$ cat src/hdl/pidstep_pkg.sv
// pidstep_pkg: widths, register indexes and fixed constants of the pid step core
// no dependencies; imported by the interfaces and every module of the core
`default_nettype none

package pidstep_pkg;

    // field widths
    localparam int ERR_W      = 32;
    localparam int DT_W       = 16;
    localparam int GAIN_W     = 24;
    localparam int LIMIT_W    = 31;
    localparam int INTEG_W    = 48;
    localparam int CFG_IDX_W  = 8;
    localparam int CFG_DATA_W = 32;

    // digit serial multiplier: op_a times op_b, op_b consumed one digit a cycle
    localparam int MAC_A_W     = 48;
    localparam int MAC_B_W     = 24;
    localparam int MAC_DIGIT_W = 4;
    localparam int MAC_DIGITS  = MAC_B_W / MAC_DIGIT_W;
    localparam int MAC_CNT_W   = $clog2(MAC_DIGITS);
    localparam int PROD_W      = MAC_A_W + MAC_B_W;

    // digit serial divider: unsigned dividend over a time step
    localparam int DIV_W       = 56;
    localparam int DIV_DIGIT_W = 4;
    localparam int DIV_STEPS   = DIV_W / DIV_DIGIT_W;
    localparam int DIV_CNT_W   = $clog2(DIV_STEPS);

    // exact sum of the three terms
    localparam int SUM_W = 58;

    // configuration register indexes
    localparam logic [CFG_IDX_W-1:0] REG_GAIN_PROP     = 8'd0;
    localparam logic [CFG_IDX_W-1:0] REG_GAIN_INTEGRAL = 8'd1;
    localparam logic [CFG_IDX_W-1:0] REG_GAIN_DERIV    = 8'd2;
    localparam logic [CFG_IDX_W-1:0] REG_OUTPUT_LIMIT  = 8'd3;

    // integrator saturation bounds
    localparam logic signed [INTEG_W-1:0] INTEG_MAX = {1'b0, {(INTEG_W-1){1'b1}}};
    localparam logic signed [INTEG_W-1:0] INTEG_MIN = {1'b1, {(INTEG_W-1){1'b0}}};

    typedef logic signed [ERR_W-1:0]  err_t;
    typedef logic        [DT_W-1:0]   dt_t;
    typedef logic signed [GAIN_W-1:0] gain_t;
    typedef logic        [LIMIT_W-1:0] limit_t;

endpackage

`default_nettype wire

$ cat src/hdl/pidstep_ifs.sv
// pidstep channel interfaces: sample request, result request and register writes
// depends on pidstep_pkg for field widths and types
`default_nettype none

interface pidstep_in_if import pidstep_pkg::*; ();
    logic valid;
    logic ready;
    err_t error_sample;
    dt_t  time_step;

    modport source (output valid, error_sample, time_step, input ready);
    modport sink   (input valid, error_sample, time_step, output ready);
endinterface

interface pidstep_out_if import pidstep_pkg::*; ();
    logic       valid;
    logic       ready;
    err_t       drive;
    logic       clamped;

    modport source (output valid, drive, clamped, input ready);
    modport sink   (input valid, drive, clamped, output ready);
endinterface

interface pidstep_cfg_if import pidstep_pkg::*; ();
    logic                  valid;
    logic                  ready;
    logic [CFG_IDX_W-1:0]  index;
    logic [CFG_DATA_W-1:0] data;

    modport source (output valid, index, data, input ready);
    modport sink   (input valid, index, data, output ready);
endinterface

`default_nettype wire

$ cat src/hdl/pidstep_mac.sv
// pidstep_mac: signed multiplier that consumes op_b one 4-bit digit per cycle
// depends on pidstep_pkg for operand widths and digit count
`default_nettype none

module pidstep_mac import pidstep_pkg::*; (
    input  logic                      clk,
    input  logic                      rst_n,
    input  logic                      start,
    input  logic signed [MAC_A_W-1:0] op_a,
    input  logic signed [MAC_B_W-1:0] op_b,
    output logic                      done,
    output logic signed [PROD_W-1:0]  product
);

    localparam int HI_W  = MAC_A_W + MAC_DIGIT_W;
    localparam int ACC_W = HI_W + 1;

    logic                      busy_reg;
    logic                      done_reg;
    logic [MAC_CNT_W-1:0]      cnt_reg;
    logic signed [MAC_A_W-1:0] a_reg;
    logic signed [HI_W-1:0]    hi_reg;
    logic [MAC_B_W-1:0]        lo_reg;

    logic                      last;
    logic signed [MAC_DIGIT_W:0] digit;
    logic signed [ACC_W-1:0]   pp;
    logic signed [ACC_W-1:0]   acc;
    logic signed [HI_W-1:0]    hi_next;
    logic [MAC_B_W-1:0]        lo_next;

    always_comb
    begin
        last = (cnt_reg == MAC_CNT_W'(MAC_DIGITS - 1));
        // top digit carries the sign of op_b
        if (last)
        begin
            digit = $signed({lo_reg[MAC_DIGIT_W-1], lo_reg[MAC_DIGIT_W-1:0]});
        end
        else
        begin
            digit = $signed({1'b0, lo_reg[MAC_DIGIT_W-1:0]});
        end
        pp      = a_reg * digit;
        acc     = ACC_W'(hi_reg) + pp;
        hi_next = HI_W'(acc >>> MAC_DIGIT_W);
        lo_next = {acc[MAC_DIGIT_W-1:0], lo_reg[MAC_B_W-1:MAC_DIGIT_W]};
    end

    always_ff @(posedge clk or negedge rst_n)
    begin
        if (!rst_n)
        begin
            busy_reg <= 1'b0;
            done_reg <= 1'b0;
            cnt_reg  <= '0;
        end
        else
        begin
            done_reg <= busy_reg && last;
            if (start)
            begin
                busy_reg <= 1'b1;
                cnt_reg  <= '0;
            end
            else if (busy_reg)
            begin
                cnt_reg <= cnt_reg + 1'b1;
                if (last)
                begin
                    busy_reg <= 1'b0;
                end
            end
        end
    end

    always_ff @(posedge clk)
    begin
        if (start)
        begin
            a_reg  <= op_a;
            hi_reg <= '0;
            lo_reg <= op_b;
        end
        else if (busy_reg)
        begin
            hi_reg <= hi_next;
            lo_reg <= lo_next;
        end
    end

    assign done    = done_reg;
    assign product = $signed({hi_reg[MAC_A_W-1:0], lo_reg});

endmodule

`default_nettype wire

$ cat src/hdl/pidstep_div.sv
// pidstep_div: restoring divider, four quotient bits per cycle
// depends on pidstep_pkg for dividend width and step count
`default_nettype none

module pidstep_div import pidstep_pkg::*; (
    input  logic             clk,
    input  logic             rst_n,
    input  logic             start,
    input  logic [DIV_W-1:0] dividend,
    input  logic [DT_W-1:0]  divisor,
    output logic             done,
    output logic [DIV_W-1:0] quotient
);

    logic                 busy_reg;
    logic                 done_reg;
    logic [DIV_CNT_W-1:0] cnt_reg;
    logic [DIV_W-1:0]     quo_reg;
    logic [DT_W-1:0]      rem_reg;
    logic [DT_W-1:0]      dvs_reg;

    logic                 last;
    logic [DIV_W-1:0]     quo_next;
    logic [DT_W-1:0]      rem_next;
    logic [DT_W:0]        trial;

    // dividend bits leave at the top of quo_reg while quotient bits enter below
    always_comb
    begin
        last     = (cnt_reg == DIV_CNT_W'(DIV_STEPS - 1));
        quo_next = quo_reg;
        rem_next = rem_reg;
        trial    = '0;
        for (int i = 0; i < DIV_DIGIT_W; i++)
        begin
            trial    = {rem_next, quo_next[DIV_W-1]};
            quo_next = {quo_next[DIV_W-2:0], 1'b0};
            if (trial >= {1'b0, dvs_reg})
            begin
                trial       = trial - {1'b0, dvs_reg};
                quo_next[0] = 1'b1;
            end
            rem_next = trial[DT_W-1:0];
        end
    end

    always_ff @(posedge clk or negedge rst_n)
    begin
        if (!rst_n)
        begin
            busy_reg <= 1'b0;
            done_reg <= 1'b0;
            cnt_reg  <= '0;
        end
        else
        begin
            done_reg <= busy_reg && last;
            if (start)
            begin
                busy_reg <= 1'b1;
                cnt_reg  <= '0;
            end
            else if (busy_reg)
            begin
                cnt_reg <= cnt_reg + 1'b1;
                if (last)
                begin
                    busy_reg <= 1'b0;
                end
            end
        end
    end

    always_ff @(posedge clk)
    begin
        if (start)
        begin
            quo_reg <= dividend;
            rem_reg <= '0;
            dvs_reg <= divisor;
        end
        else if (busy_reg)
        begin
            quo_reg <= quo_next;
            rem_reg <= rem_next;
        end
    end

    assign done     = done_reg;
    assign quotient = quo_reg;

endmodule

`default_nettype wire

$ cat src/hdl/pid_controller_step_core.sv
// pid_controller_step_core: fixed point pid step with a sequencer over serial units
// depends on pidstep_pkg, pidstep_ifs, pidstep_mac and pidstep_div
//
// usage:
//   cfg     register write request (index, data); always ready, one write per cycle
//           0 proportional gain, 1 integral gain, 2 derivative gain, 3 output limit
//   sample  error sample and time step request; taken only while the core is idle
//   result  drive value and clamp flag request, held in an output register
// sequencing:
//   a zero gain skips its products; each product is 6 passes of the 4-bit digit
//   multiplier plus a start and an accumulate step, and a nonzero derivative with
//   a nonzero time step adds 14 divider digit steps
//   one sample in flight at a time; the next sample is taken once the previous
//   result has moved into the output register, even if result is not yet taken
// reset:
//   gains clear to zero, limit to full scale, integrator and previous error to zero
// stall:
//   a waiting result holds valid and payload; a finished sample waits in the final
//   state until the output register frees up, so nothing is dropped
`default_nettype none

module pid_controller_step_core import pidstep_pkg::*; (
    input  logic          clk,
    input  logic          rst_n,
    pidstep_cfg_if.sink   cfg,
    pidstep_in_if.sink    sample,
    pidstep_out_if.source result
);

    // sequencer states
    localparam logic [3:0] S_IDLE     = 4'd0;
    localparam logic [3:0] S_P_GO     = 4'd1;
    localparam logic [3:0] S_P_WAIT   = 4'd2;
    localparam logic [3:0] S_I_GO     = 4'd3;
    localparam logic [3:0] S_INC_WAIT = 4'd4;
    localparam logic [3:0] S_IACC_GO  = 4'd5;
    localparam logic [3:0] S_I_WAIT   = 4'd6;
    localparam logic [3:0] S_D_GO     = 4'd7;
    localparam logic [3:0] S_D_WAIT   = 4'd8;
    localparam logic [3:0] S_DIV_WAIT = 4'd9;
    localparam logic [3:0] S_OUT      = 4'd10;

    // configuration registers
    gain_t                 kp_reg;
    gain_t                 ki_reg;
    gain_t                 kd_reg;
    limit_t                limit_reg;
    logic signed [ERR_W-1:0] lim_neg_reg;

    // sequencer and working state
    logic [3:0]              state_reg, state_next;
    err_t                    e_reg, e_next;
    dt_t                     dt_reg, dt_next;
    logic signed [SUM_W-1:0] sum_reg, sum_next;
    logic                    neg_reg, neg_next;
    logic signed [INTEG_W-1:0] integral_reg, integral_next;
    err_t                    prev_reg, prev_next;

    // output register
    logic                    out_valid_reg, out_valid_next;
    err_t                    drive_reg, drive_next;
    logic                    clamped_reg, clamped_next;

    // serial units
    logic                      mac_start;
    logic signed [MAC_A_W-1:0] mac_a;
    logic signed [MAC_B_W-1:0] mac_b;
    logic                      mac_done;
    logic signed [PROD_W-1:0]  mac_prod;
    logic                      div_start;
    logic [DIV_W-1:0]          div_dividend;
    logic                      div_done;
    logic [DIV_W-1:0]          div_quot;

    // datapath helpers
    logic signed [SUM_W-1:0]   rnd_term;
    logic signed [ERR_W:0]     diff;
    logic signed [INTEG_W:0]   acc_w;
    logic signed [INTEG_W-1:0] integ_sat;
    logic [DIV_W:0]            num_mag;
    logic [SUM_W-1:0]          q_ext;
    logic [SUM_W-1:0]          d_term;
    logic signed [SUM_W-1:0]   lim_pos;
    logic                      over;
    logic                      under;
    logic                      out_free;

    pidstep_mac u_mac (
        .clk     (clk),
        .rst_n   (rst_n),
        .start   (mac_start),
        .op_a    (mac_a),
        .op_b    (mac_b),
        .done    (mac_done),
        .product (mac_prod)
    );

    pidstep_div u_div (
        .clk      (clk),
        .rst_n    (rst_n),
        .start    (div_start),
        .dividend (div_dividend),
        .divisor  (dt_reg),
        .done     (div_done),
        .quotient (div_quot)
    );

    // register writes are always taken
    assign cfg.ready = 1'b1;

    always_ff @(posedge clk or negedge rst_n)
    begin
        if (!rst_n)
        begin
            kp_reg      <= '0;
            ki_reg      <= '0;
            kd_reg      <= '0;
            limit_reg   <= {LIMIT_W{1'b1}};
            lim_neg_reg <= -$signed({1'b0, {LIMIT_W{1'b1}}});
        end
        else if (cfg.valid)
        begin
            unique case (cfg.index)
                REG_GAIN_PROP:
                begin
                    kp_reg <= $signed(cfg.data[GAIN_W-1:0]);
                end
                REG_GAIN_INTEGRAL:
                begin
                    ki_reg <= $signed(cfg.data[GAIN_W-1:0]);
                end
                REG_GAIN_DERIV:
                begin
                    kd_reg <= $signed(cfg.data[GAIN_W-1:0]);
                end
                REG_OUTPUT_LIMIT:
                begin
                    limit_reg   <= cfg.data[LIMIT_W-1:0];
                    // negated limit kept ready for the final clamp
                    lim_neg_reg <= -$signed({1'b0, cfg.data[LIMIT_W-1:0]});
                end
                default:
                begin
                    // writes beyond the register list are dropped
                end
            endcase
        end
    end

    always_comb
    begin
        // round to nearest q16.16: floor of product / 2^16 plus the half bit
        rnd_term = SUM_W'($signed(mac_prod[PROD_W-1:16])) + SUM_W'(mac_prod[15]);

        diff = (ERR_W+1)'(e_reg) - (ERR_W+1)'(prev_reg);

        // integrator update, saturating at 48 bits
        acc_w = (INTEG_W+1)'(integral_reg)
              + (INTEG_W+1)'($signed(mac_prod[INTEG_W:16]))
              + (INTEG_W+1)'(mac_prod[15]);
        if (acc_w[INTEG_W] != acc_w[INTEG_W-1])
        begin
            integ_sat = acc_w[INTEG_W] ? INTEG_MIN : INTEG_MAX;
        end
        else
        begin
            integ_sat = acc_w[INTEG_W-1:0];
        end

        // magnitude of the derivative numerator, which fits 56 bits
        if (mac_prod[PROD_W-1])
        begin
            num_mag = (DIV_W+1)'(0) - mac_prod[DIV_W:0];
        end
        else
        begin
            num_mag = mac_prod[DIV_W:0];
        end

        // signed quotient added as ones complement plus carry
        q_ext  = SUM_W'(div_quot);
        d_term = neg_reg ? ~q_ext : q_ext;

        // final clamp; the limit never exceeds 32-bit full scale
        lim_pos = $signed(SUM_W'(limit_reg));
        over    = (sum_reg > lim_pos);
        under   = (sum_reg < SUM_W'(lim_neg_reg));
    end

    assign out_free = !out_valid_reg || result.ready;

    always_comb
    begin
        state_next    = state_reg;
        e_next        = e_reg;
        dt_next       = dt_reg;
        sum_next      = sum_reg;
        neg_next      = neg_reg;
        integral_next = integral_reg;
        prev_next     = prev_reg;
        mac_start     = 1'b0;
        mac_a         = MAC_A_W'(e_reg);
        mac_b         = kp_reg;
        div_start     = 1'b0;
        div_dividend  = num_mag[DIV_W-1:0];

        unique case (state_reg)
            S_IDLE:
            begin
                if (sample.valid)
                begin
                    e_next     = sample.error_sample;
                    dt_next    = sample.time_step;
                    sum_next   = '0;
                    state_next = S_P_GO;
                end
            end
            S_P_GO:
            begin
                if (kp_reg != '0)
                begin
                    mac_start  = 1'b1;
                    state_next = S_P_WAIT;
                end
                else
                begin
                    state_next = S_I_GO;
                end
            end
            S_P_WAIT:
            begin
                if (mac_done)
                begin
                    sum_next   = sum_reg + rnd_term;
                    state_next = S_I_GO;
                end
            end
            S_I_GO:
            begin
                // error times time step first, then integral times gain
                mac_b = $signed(MAC_B_W'(dt_reg));
                if (ki_reg != '0)
                begin
                    mac_start  = 1'b1;
                    state_next = S_INC_WAIT;
                end
                else
                begin
                    state_next = S_D_GO;
                end
            end
            S_INC_WAIT:
            begin
                if (mac_done)
                begin
                    integral_next = integ_sat;
                    state_next    = S_IACC_GO;
                end
            end
            S_IACC_GO:
            begin
                mac_a      = integral_reg;
                mac_b      = ki_reg;
                mac_start  = 1'b1;
                state_next = S_I_WAIT;
            end
            S_I_WAIT:
            begin
                if (mac_done)
                begin
                    sum_next   = sum_reg + rnd_term;
                    state_next = S_D_GO;
                end
            end
            S_D_GO:
            begin
                mac_a = MAC_A_W'(diff);
                mac_b = kd_reg;
                if (kd_reg != '0)
                begin
                    mac_start  = 1'b1;
                    state_next = S_D_WAIT;
                end
                else
                begin
                    state_next = S_OUT;
                end
            end
            S_D_WAIT:
            begin
                if (mac_done)
                begin
                    prev_next = e_reg;
                    // zero time step drops the derivative term
                    if (dt_reg != '0)
                    begin
                        neg_next   = mac_prod[PROD_W-1];
                        div_start  = 1'b1;
                        state_next = S_DIV_WAIT;
                    end
                    else
                    begin
                        state_next = S_OUT;
                    end
                end
            end
            S_DIV_WAIT:
            begin
                if (div_done)
                begin
                    sum_next   = sum_reg + $signed(d_term) + SUM_W'(neg_reg);
                    state_next = S_OUT;
                end
            end
            S_OUT:
            begin
                if (out_free)
                begin
                    state_next = S_IDLE;
                end
            end
            default:
            begin
                state_next = S_IDLE;
            end
        endcase
    end

    always_comb
    begin
        drive_next     = drive_reg;
        clamped_next   = clamped_reg;
        out_valid_next = out_valid_reg;
        if (result.ready)
        begin
            out_valid_next = 1'b0;
        end
        if (state_reg == S_OUT && out_free)
        begin
            out_valid_next = 1'b1;
            clamped_next   = over || under;
            if (over)
            begin
                drive_next = lim_pos[ERR_W-1:0];
            end
            else if (under)
            begin
                drive_next = lim_neg_reg;
            end
            else
            begin
                drive_next = sum_reg[ERR_W-1:0];
            end
        end
    end

    always_ff @(posedge clk or negedge rst_n)
    begin
        if (!rst_n)
        begin
            state_reg     <= S_IDLE;
            out_valid_reg <= 1'b0;
            integral_reg  <= '0;
            prev_reg      <= '0;
        end
        else
        begin
            state_reg     <= state_next;
            out_valid_reg <= out_valid_next;
            integral_reg  <= integral_next;
            prev_reg      <= prev_next;
        end
    end

    always_ff @(posedge clk)
    begin
        e_reg       <= e_next;
        dt_reg      <= dt_next;
        sum_reg     <= sum_next;
        neg_reg     <= neg_next;
        drive_reg   <= drive_next;
        clamped_reg <= clamped_next;
    end

    assign sample.ready   = (state_reg == S_IDLE);
    assign result.valid   = out_valid_reg;
    assign result.drive   = drive_reg;
    assign result.clamped = clamped_reg;

endmodule

`default_nettype wire

$ cat src/flat_wrapper.sv
// flat-port wrapper written by rule: the top's interface ports become plain ports
module pid_controller_step_core_flat import pidstep_pkg::*;
  (clk, rst_n, cfg_valid, cfg_index, cfg_data, cfg_ready, sample_valid, sample_error_sample, sample_time_step, sample_ready, result_valid, result_drive, result_clamped, result_ready);
  pidstep_cfg_if cfg_i ();
  pidstep_in_if sample_i ();
  pidstep_out_if result_i ();
  input  logic clk;
  input  logic rst_n;
  input wire logic [$bits(cfg_i.valid)-1:0] cfg_valid;
  input wire logic [$bits(cfg_i.index)-1:0] cfg_index;
  input wire logic [$bits(cfg_i.data)-1:0] cfg_data;
  output wire logic [$bits(cfg_i.ready)-1:0] cfg_ready;
  input wire logic [$bits(sample_i.valid)-1:0] sample_valid;
  input wire logic [$bits(sample_i.error_sample)-1:0] sample_error_sample;
  input wire logic [$bits(sample_i.time_step)-1:0] sample_time_step;
  output wire logic [$bits(sample_i.ready)-1:0] sample_ready;
  output wire logic [$bits(result_i.valid)-1:0] result_valid;
  output wire logic [$bits(result_i.drive)-1:0] result_drive;
  output wire logic [$bits(result_i.clamped)-1:0] result_clamped;
  input wire logic [$bits(result_i.ready)-1:0] result_ready;
  assign cfg_i.valid = cfg_valid;
  assign cfg_i.index = cfg_index;
  assign cfg_i.data = cfg_data;
  assign cfg_ready = cfg_i.ready;
  assign sample_i.valid = sample_valid;
  assign sample_i.error_sample = sample_error_sample;
  assign sample_i.time_step = sample_time_step;
  assign sample_ready = sample_i.ready;
  assign result_valid = result_i.valid;
  assign result_drive = result_i.drive;
  assign result_clamped = result_i.clamped;
  assign result_i.ready = result_ready;
  pid_controller_step_core u_core (.clk(clk), .rst_n(rst_n), .cfg(cfg_i), .sample(sample_i), .result(result_i));
endmodule
$ cat config.mk
export PLATFORM = sky130hd
export DESIGN_NAME = pid_controller_step_core_flat
export DESIGN_NICKNAME = d
export VERILOG_FILES = /design/src/hdl/pidstep_pkg.sv /design/src/hdl/pidstep_ifs.sv /design/src/hdl/pidstep_mac.sv /design/src/hdl/pidstep_div.sv /design/src/hdl/pid_controller_step_core.sv /design/src/flat_wrapper.sv
export SDC_FILE = /design/constraint.sdc
export NUM_CORES = 2
export LEC_CHECK = 0
export BUFFER_PORTS_ARGS = -buffer_cell sky130_fd_sc_hd__buf_2
export CAP_MARGIN = 40
export CORE_MARGIN = 2
export CORE_UTILIZATION = 32
export CTS_CLUSTER_SIZE = 28
export DETAILED_ROUTE_END_ITERATION = 8
export PLACE_DENSITY = 0.56
export SLEW_MARGIN = 10
export SYNTH_ARGS = -nofsm -noshare
export SYNTH_HDL_FRONTEND = slang
export SYNTH_SLANG_ARGS = --single-unit
$ cat constraint.sdc
create_clock -name clk -period 24.9 [get_ports clk]
set_input_delay 3.735 -clock clk [delete_from_list [all_inputs] [get_ports clk]]
set_output_delay 3.735 -clock clk [all_outputs]
set_load 0.02 [all_outputs]
# [After elaboration in Yosys (flattened, before gate mapping)]
# Index checks and enable logic that the tools add are counted.
[totals] elab_cells=159 in_bits=93 output_inout_bits=36 ff_bits=580
[op_classes] n_addsub=16 n_reduce_logical=27 n_mux=56 n_bitwise=1 eq_ne=24 n_lt_le_gt_ge=6 n_mul=1
[op_table] cell="58-bit 2-to-1 mux" count=4
[op_table] cell="58-bit case mux with 3 select lines" count=1
[op_table] cell="56-bit 2-to-1 mux" count=3
[op_table] cell="58-bit adder" count=2
[op_table] cell="48-bit 2-to-1 mux" count=2
[op_table] cell="48-bit case mux with 2 select lines" count=1
[op_table] cell="24-bit case mux with 3 select lines" count=1
[op_table] cell="24-bit nonzero test" count=3
[op_table] cell="17-bit by 16-bit greater-or-equal comparator with 1-bit output" count=4
[op_table] cell="16-bit 2-to-1 mux" count=4
[op_table] cell="16-bit subtractor" count=4
[op_table] cell="58-bit by 1-bit adder with 58-bit output" count=1
[op_table] cell="58-bit by 32-bit greater-than comparator with 1-bit output" count=1
[op_table] cell="58-bit by 32-bit < comparator with 1-bit output" count=1
[op_table] cell="56-bit inverter with 58-bit output" count=1
[op_table] cell="56-bit by 2-bit adder with 57-bit output" count=1
[op_table] cell="1-bit by 56-bit subtractor with 56-bit output (first input constant)" count=1
[op_table] cell="49-bit by 53-bit adder with 53-bit output" count=1
[op_table] cell="48-bit by 5-bit multiplier with 53-bit output" count=1
[op_table] cell="48-bit by 33-bit adder with 49-bit output" count=1
[op_table] cell="49-bit by 1-bit adder with 49-bit output" count=1
[op_table] cell="24-bit 2-to-1 mux" count=2
[op_table] cell="4-bit case mux with 11 select lines" count=1
[op_table] cell="4-bit 2-to-1 mux" count=9
[op_table] cell="34 further kinds" count=80

# [Longest topological paths before layout]
[depth] word_depth=10 ltp_mapped=48 ltp_nobuf=41

# [Modules after synthesis]
# A second synthesis with hierarchy kept.
[unflattened] cells_unflattened=5733 area_unflattened_um2=52547.9
[by_module_without_submodules] module="pid_controller_step_core" instances=1 area_per_inst_um2=30275.3 cells_each=3431
[by_module_without_submodules] module="pidstep_mac" instances=1 area_per_inst_um2=14791.7 cells_each=1575
[by_module_without_submodules] module="pidstep_div" instances=1 area_per_inst_um2=7480.9 cells_each=727

# [Worst setup path after synthesis]
# OpenSTA, ideal clock, no wires.
[synth_path] kind="flip-flop to flip-flop" start="reg u_core.u_div.dvs_reg[1]" end="reg u_core.u_div.rem_reg[10]" stages_incl_launch_ff=48 path_slack_ps=14913 synth_period_minus_slack_ps=9987 arrival_ps=9895 path_buffers=8 required_time_ps=24807 path_cell_list="edfxtp_1 > inv_1 > ha_1 > nor2b_1 > o31a_1 > o41ai_2 > a211oi_2 > or2_0 > clkbuf_1 > clkbuf_1 > o21ai_0 > inv_1 > ha_1 > nor2b_1 > o2111ai_1 > nand3_1 > a21oi_1 > o21ai_0 > [... 12 more ...] > o22ai_1 > and3_1 > buf_6 > buf_4 > mux2i_1 > ha_1 > a21o_1 > a21oi_1 > o21ai_0 > o311ai_0 > a31o_2 > o21ai_0 > a211o_1 > a211o_1 > buf_6 > buf_8 > mux2i_1 > a211oi_1"
[synth_via] elab_chain_cells=8 word_cells_on_any_way=12 classes_between="4 x add/sub; 4 x order compare; 4 x mux"
[synth_lines] element="start: declaration" line_no="pidstep_div.sv:20" text="logic [DT_W-1:0] dvs_reg;"
[synth_lines] element="start signal: assignment" line_no="pidstep_div.sv:80" text="dvs_reg <= divisor;"
[synth_lines] element="16-bit subtractor or 17-bit by 16-bit greater-or-equal comparator with 1-bit output (tied branches)" line_no="pidstep_div.sv:40, pidstep_div.sv:38"
[synth_lines] element="16-bit 2-to-1 mux" line_no="pidstep_div.sv:38" text="if (trial >= {1'b0, dvs_reg})"
[synth_lines] element="16-bit subtractor or 17-bit by 16-bit greater-or-equal comparator with 1-bit output (tied branches)" line_no="pidstep_div.sv:40, pidstep_div.sv:38"
[synth_lines] element="16-bit 2-to-1 mux" line_no="pidstep_div.sv:38"
[synth_lines] element="16-bit subtractor or 17-bit by 16-bit greater-or-equal comparator with 1-bit output (tied branches)" line_no="pidstep_div.sv:40, pidstep_div.sv:38"
[synth_lines] element="16-bit 2-to-1 mux" line_no="pidstep_div.sv:38"
[synth_lines] element="16-bit subtractor or 17-bit by 16-bit greater-or-equal comparator with 1-bit output (tied branches)" line_no="pidstep_div.sv:40, pidstep_div.sv:38"
[synth_lines] element="16-bit 2-to-1 mux (*)" line_no="pidstep_div.sv:38"
[synth_lines] element="end signal: assignment" line_no="pidstep_div.sv:85" text="rem_reg <= rem_next;"
[synth_lines] element="end: declaration" line_no="pidstep_div.sv:19" text="logic [DT_W-1:0] rem_reg;"
# Mark *: on every way between the ends. The rest lies on a longest branch, timed or not.
# A chain may end at the register's enable or synchronous reset.

# [Worst setup path after layout]
[layout_path] start="reg u_core.u_div.dvs_reg[1]" end="reg u_core.u_div.rem_reg[9]"
# Same word-level chain as after synthesis.

==> results.txt <==
Summed over all layers, the global routing overflow is 0. For the number of nets in the layout, the log shows 6354. Entering global routing, the biggest net connects 106 pins. The tools report the total detailed-routing wirelength as 155000 microns. The worst hold path belongs to the class flip-flop to flip-flop.

The number of buffers on the longest clock path was 3. The run gives 0.0514 sq mm as the cell area after synthesis. Setup repair after global routing left no endpoint under its margin. At the pin with the least slew margin, the transition time is 880 ps.

The tools report the post-CTS resize count as 0. Summing all placed instances gives a cell area of 0.0544 sq mm. The count of cells in the finished layout, fillers not included, comes to 7748. The category of cells accounting for the largest share of critical-path delay is compound AO/OA/AOI/OAI gates. The later-pin clock latency in the skew report was 710 ps. For this design, the CTS-stage hold fixing added 0 buffers. The data arrival time of the critical path was 13140 ps. TritonCTS built the clock tree.

The main flop type after synthesis was sky130_fd_sc_hd__edfxtp_1. The via count normalized by instance count was 5.41. Setup violations remaining at the end of the flow were counted as 0. The die is 405 microns wide. Based on the critical path, the design can be clocked at up to 79.1 MHz.

In the routed design, unresolved DRC markers number 0. Measured along the y axis, the die boundary spans 405 microns. The core region is 0.160 sq mm.

The design draws 2.19 mW. Together, buffers and inverters on the worst path number 5. The register with the most flip-flops in the layout has 58 of them.

The detailed router's first-iteration violation count came out at 3368. The final-report max-slew violation count was 0; the iteration count of the initial detailed-routing pass was 8. CTS placed an instance of sky130_fd_sc_hd__clkbuf_16 at the clock tree root. The power density normalized to cell area works out to 38.4 mW/mm^2. The tools report the endpoint kind of the worst setup timing path as a flip-flop. In the layout the commonest cells are 509 x sky130_fd_sc_hd__nand2_1, 457 x sky130_fd_sc_hd__ha_1, 357 x sky130_fd_sc_hd__inv_1. Detailed placement finished with a half-perimeter wire length of 119000 microns.

Synthesis inferred 579 register bits. The classification of the worst setup path is flip-flop to flip-flop. The final critical-path required period is 12640 ps, and the depth of the most critical reg-to-reg path is 41.

In this run the register-to-register setup slack is 12260 ps. The share of the Yosys chip area taken by registers is 30.4%. The tool flagged a number of max-cap violations equal to 0. The run gives 0 as the count of final hold-check violations. The number of placed cells counting well taps was 7609.

The count of nets left with antenna violations once routing finished came out at 0. The most common cell after layout, fill and taps aside was sky130_fd_sc_hd__nand2_1. The floorplan has 147 rows. The count of distinct cell types in the synthesized netlist was 100. Compared with the post-synthesis result, the final layout area differs by 10.7%.

The largest individual stage delay along the critical path comes from the cell sky130_fd_sc_hd__and3_1. The run gives 5 as the number of antenna violations at the first check in global routing. For the final routed database, the setup TNS stands at 0 ps.

The highest cell delay on the worst timing path is 780 ps, and the overall routing resource usage is 18.7%. After layout, the worst path uses 50.7% of the clock period. After detailed routing, the average wire length per cell comes to 20.0 microns. The flow ran to the end, and the final reports show no timing, DRC or antenna violations. Once layout is done, the placed cells without fillers occupy 0.0569 sq mm. The reported leakage power was 24.8 nW; the synthesized net count was 6343. I/O pin total: 129. The final route contains 41900 vias.

The tools report the post-route clock skew as 66.7 ps. The hold path startpoint was u_core.u_div.done. Cells with a size suffix above 1 make up 10.2% of the layout. Of all flip-flops after synthesis, the portion carrying an async set or reset was 39.7%. Reg-to-reg critical path endpoint: u_core.u_div.rem_reg[9].

For the number of global-route vias before repair, the log shows 41000. For the number of instances in the synthesized netlist, the log shows 5589. The number of synthesized flops with an enable pin was 284. For hold timing, the worst endpoint is u_core.state_reg[0]. Data on the critical path is required at its endpoint by 25410 ps. The total clock buffers created by CTS is 73. The initial utilization of the core area, before any placement, comes to 32.1%. Number of buffer cells added on primary ports: 126.

The count of warnings emitted by yosys came out at 0. The instance count along the most critical hold path is 1. The final RePlAce weighted congestion came out at 0.909.

The global-route wire length before repair is 242000 microns. In this run the number of H-tree levels came out at 3. The tightest slew margin relative to the limit was 41.3%; the largest fanout of any net on the critical path was 19.

In this run the critical register-to-register path is launched from u_core.u_div.dvs_reg[1]. Averaged over all synthesized cells, the footprint is 9.20 sq um. Clock transition at the registers of the reported paths: 70 ps. The worst setup path is launched from a flip-flop.

The die covers 0.164 sq mm. Across the VDD grid, the largest voltage drop is 0.0490 mV. Buffers added to address setup during post-CTS repair amount to 0. The clock net in this run drives a total of 579 sinks. In this run the number of cells on the critical path is 41.
cell type report:
class | count | area (sq um)
diodes | 2 | 5.00
clock buffers | 103 | 2050
clock inverters | 32 | 430
fillers | 16300 | 103000
inverters | 358 | 1340
multi-input cells | 4387 | 33500
flip-flops and latches | 579 | 15600
well taps | 2086 | 2610
repair buffers | 201 | 1370
logic make-up (layout without fill, tap and decap cells):
| family | Yosys count | count (layout) | synth area share (%) |
|---|---|---|---|
| adder cells (fa/ha/maj) | 672 | 672 | 19.3 |
| flip-flops | 579 | 579 | 30.4 |
| AND/OR/NAND/NOR | 1586 | 1586 | 15.1 |
| XOR/XNOR | 457 | 457 | 7.78 |
| multiplexers | 187 | 187 | 3.96 |
| buffers and inverters | 623 | 694 | 4.66 |
| other | 1 | 3 | 0.00729 |
| AO/OA/AOI/OAI | 1484 | 1484 | 18.8 |
synth_stat cells, drive strengths merged, types with 36 or more instances:
cell      n  area share (%)
nand3   123             1.2
nand2   510             3.7
a311oi   46            0.78
fa      204             7.9
ha      457              11
o21a     58            0.85
a21oi   352             3.4
dfrtp   198             9.6
nand4    80            0.97
a211oi   88             1.3
or2      64            0.78
nor3     68            0.66
o21ai   360             3.5
o22ai    48            0.58
inv     358             2.6
edfxtp  284              17
and2    127             1.5
nor4     49            0.64
nor2b    46            0.56
mux2    130             2.9
a31oi    52            0.63
a21o    188             2.7
and3     49            0.60
xnor2   223             3.8
xor2    234             4.0
o21bai   36            0.53
mux2i    57             1.1
nor3b    38            0.55
nor2    324             2.4
dfxtp    65             2.5
o31ai    37            0.54
clkbuf  237             1.7
nand2b   40            0.49
through the flow:
| step | utilization (%) | hold WS [ps] | worst slack [ps] |
|---|---|---|---|
| global route | 35.6 | 485 | 11350 |
| CTS | 35.5 | 462 | 12420 |
| detailed placement | 34.0 | 470 | 12560 |
| finish | 35.6 | 472 | 12260 |
| floorplan | - | 434 | 14910 |
| global placement | 33.9 | 461 | 12410 |
per-layer routing:
metal  GRT usage [%]  wire, microns
met2            29.3          67400
met5               0              0
met3            2.29           7970
met1            27.3          75700
met4            4.52           3530
worst max-delay path by stage:
stage,from,end,slack [ps]
floorplan,u_core.u_div.dvs_reg[1],u_core.u_div.rem_reg[10],14910
global placement,u_core.u_div.dvs_reg[1],u_core.u_div.rem_reg[8],12410
detailed placement,u_core.u_div.dvs_reg[1],u_core.u_div.rem_reg[9],12560
CTS,u_core.u_div.dvs_reg[1],u_core.u_div.rem_reg[9],12420
global route,u_core.u_div.dvs_reg[1],u_core.u_div.rem_reg[9],11350
finish,u_core.u_div.dvs_reg[1],u_core.u_div.rem_reg[9],12260
power breakdown:
group          total [mW]  switching (mW)  internal, mW
logic              0.0698          0.0434        0.0264
registers            1.02         0.00836          1.01
clock network        1.10           0.467         0.629
total                2.19           0.519          1.67
No activity file was read; power rests on OpenSTA's default activity.
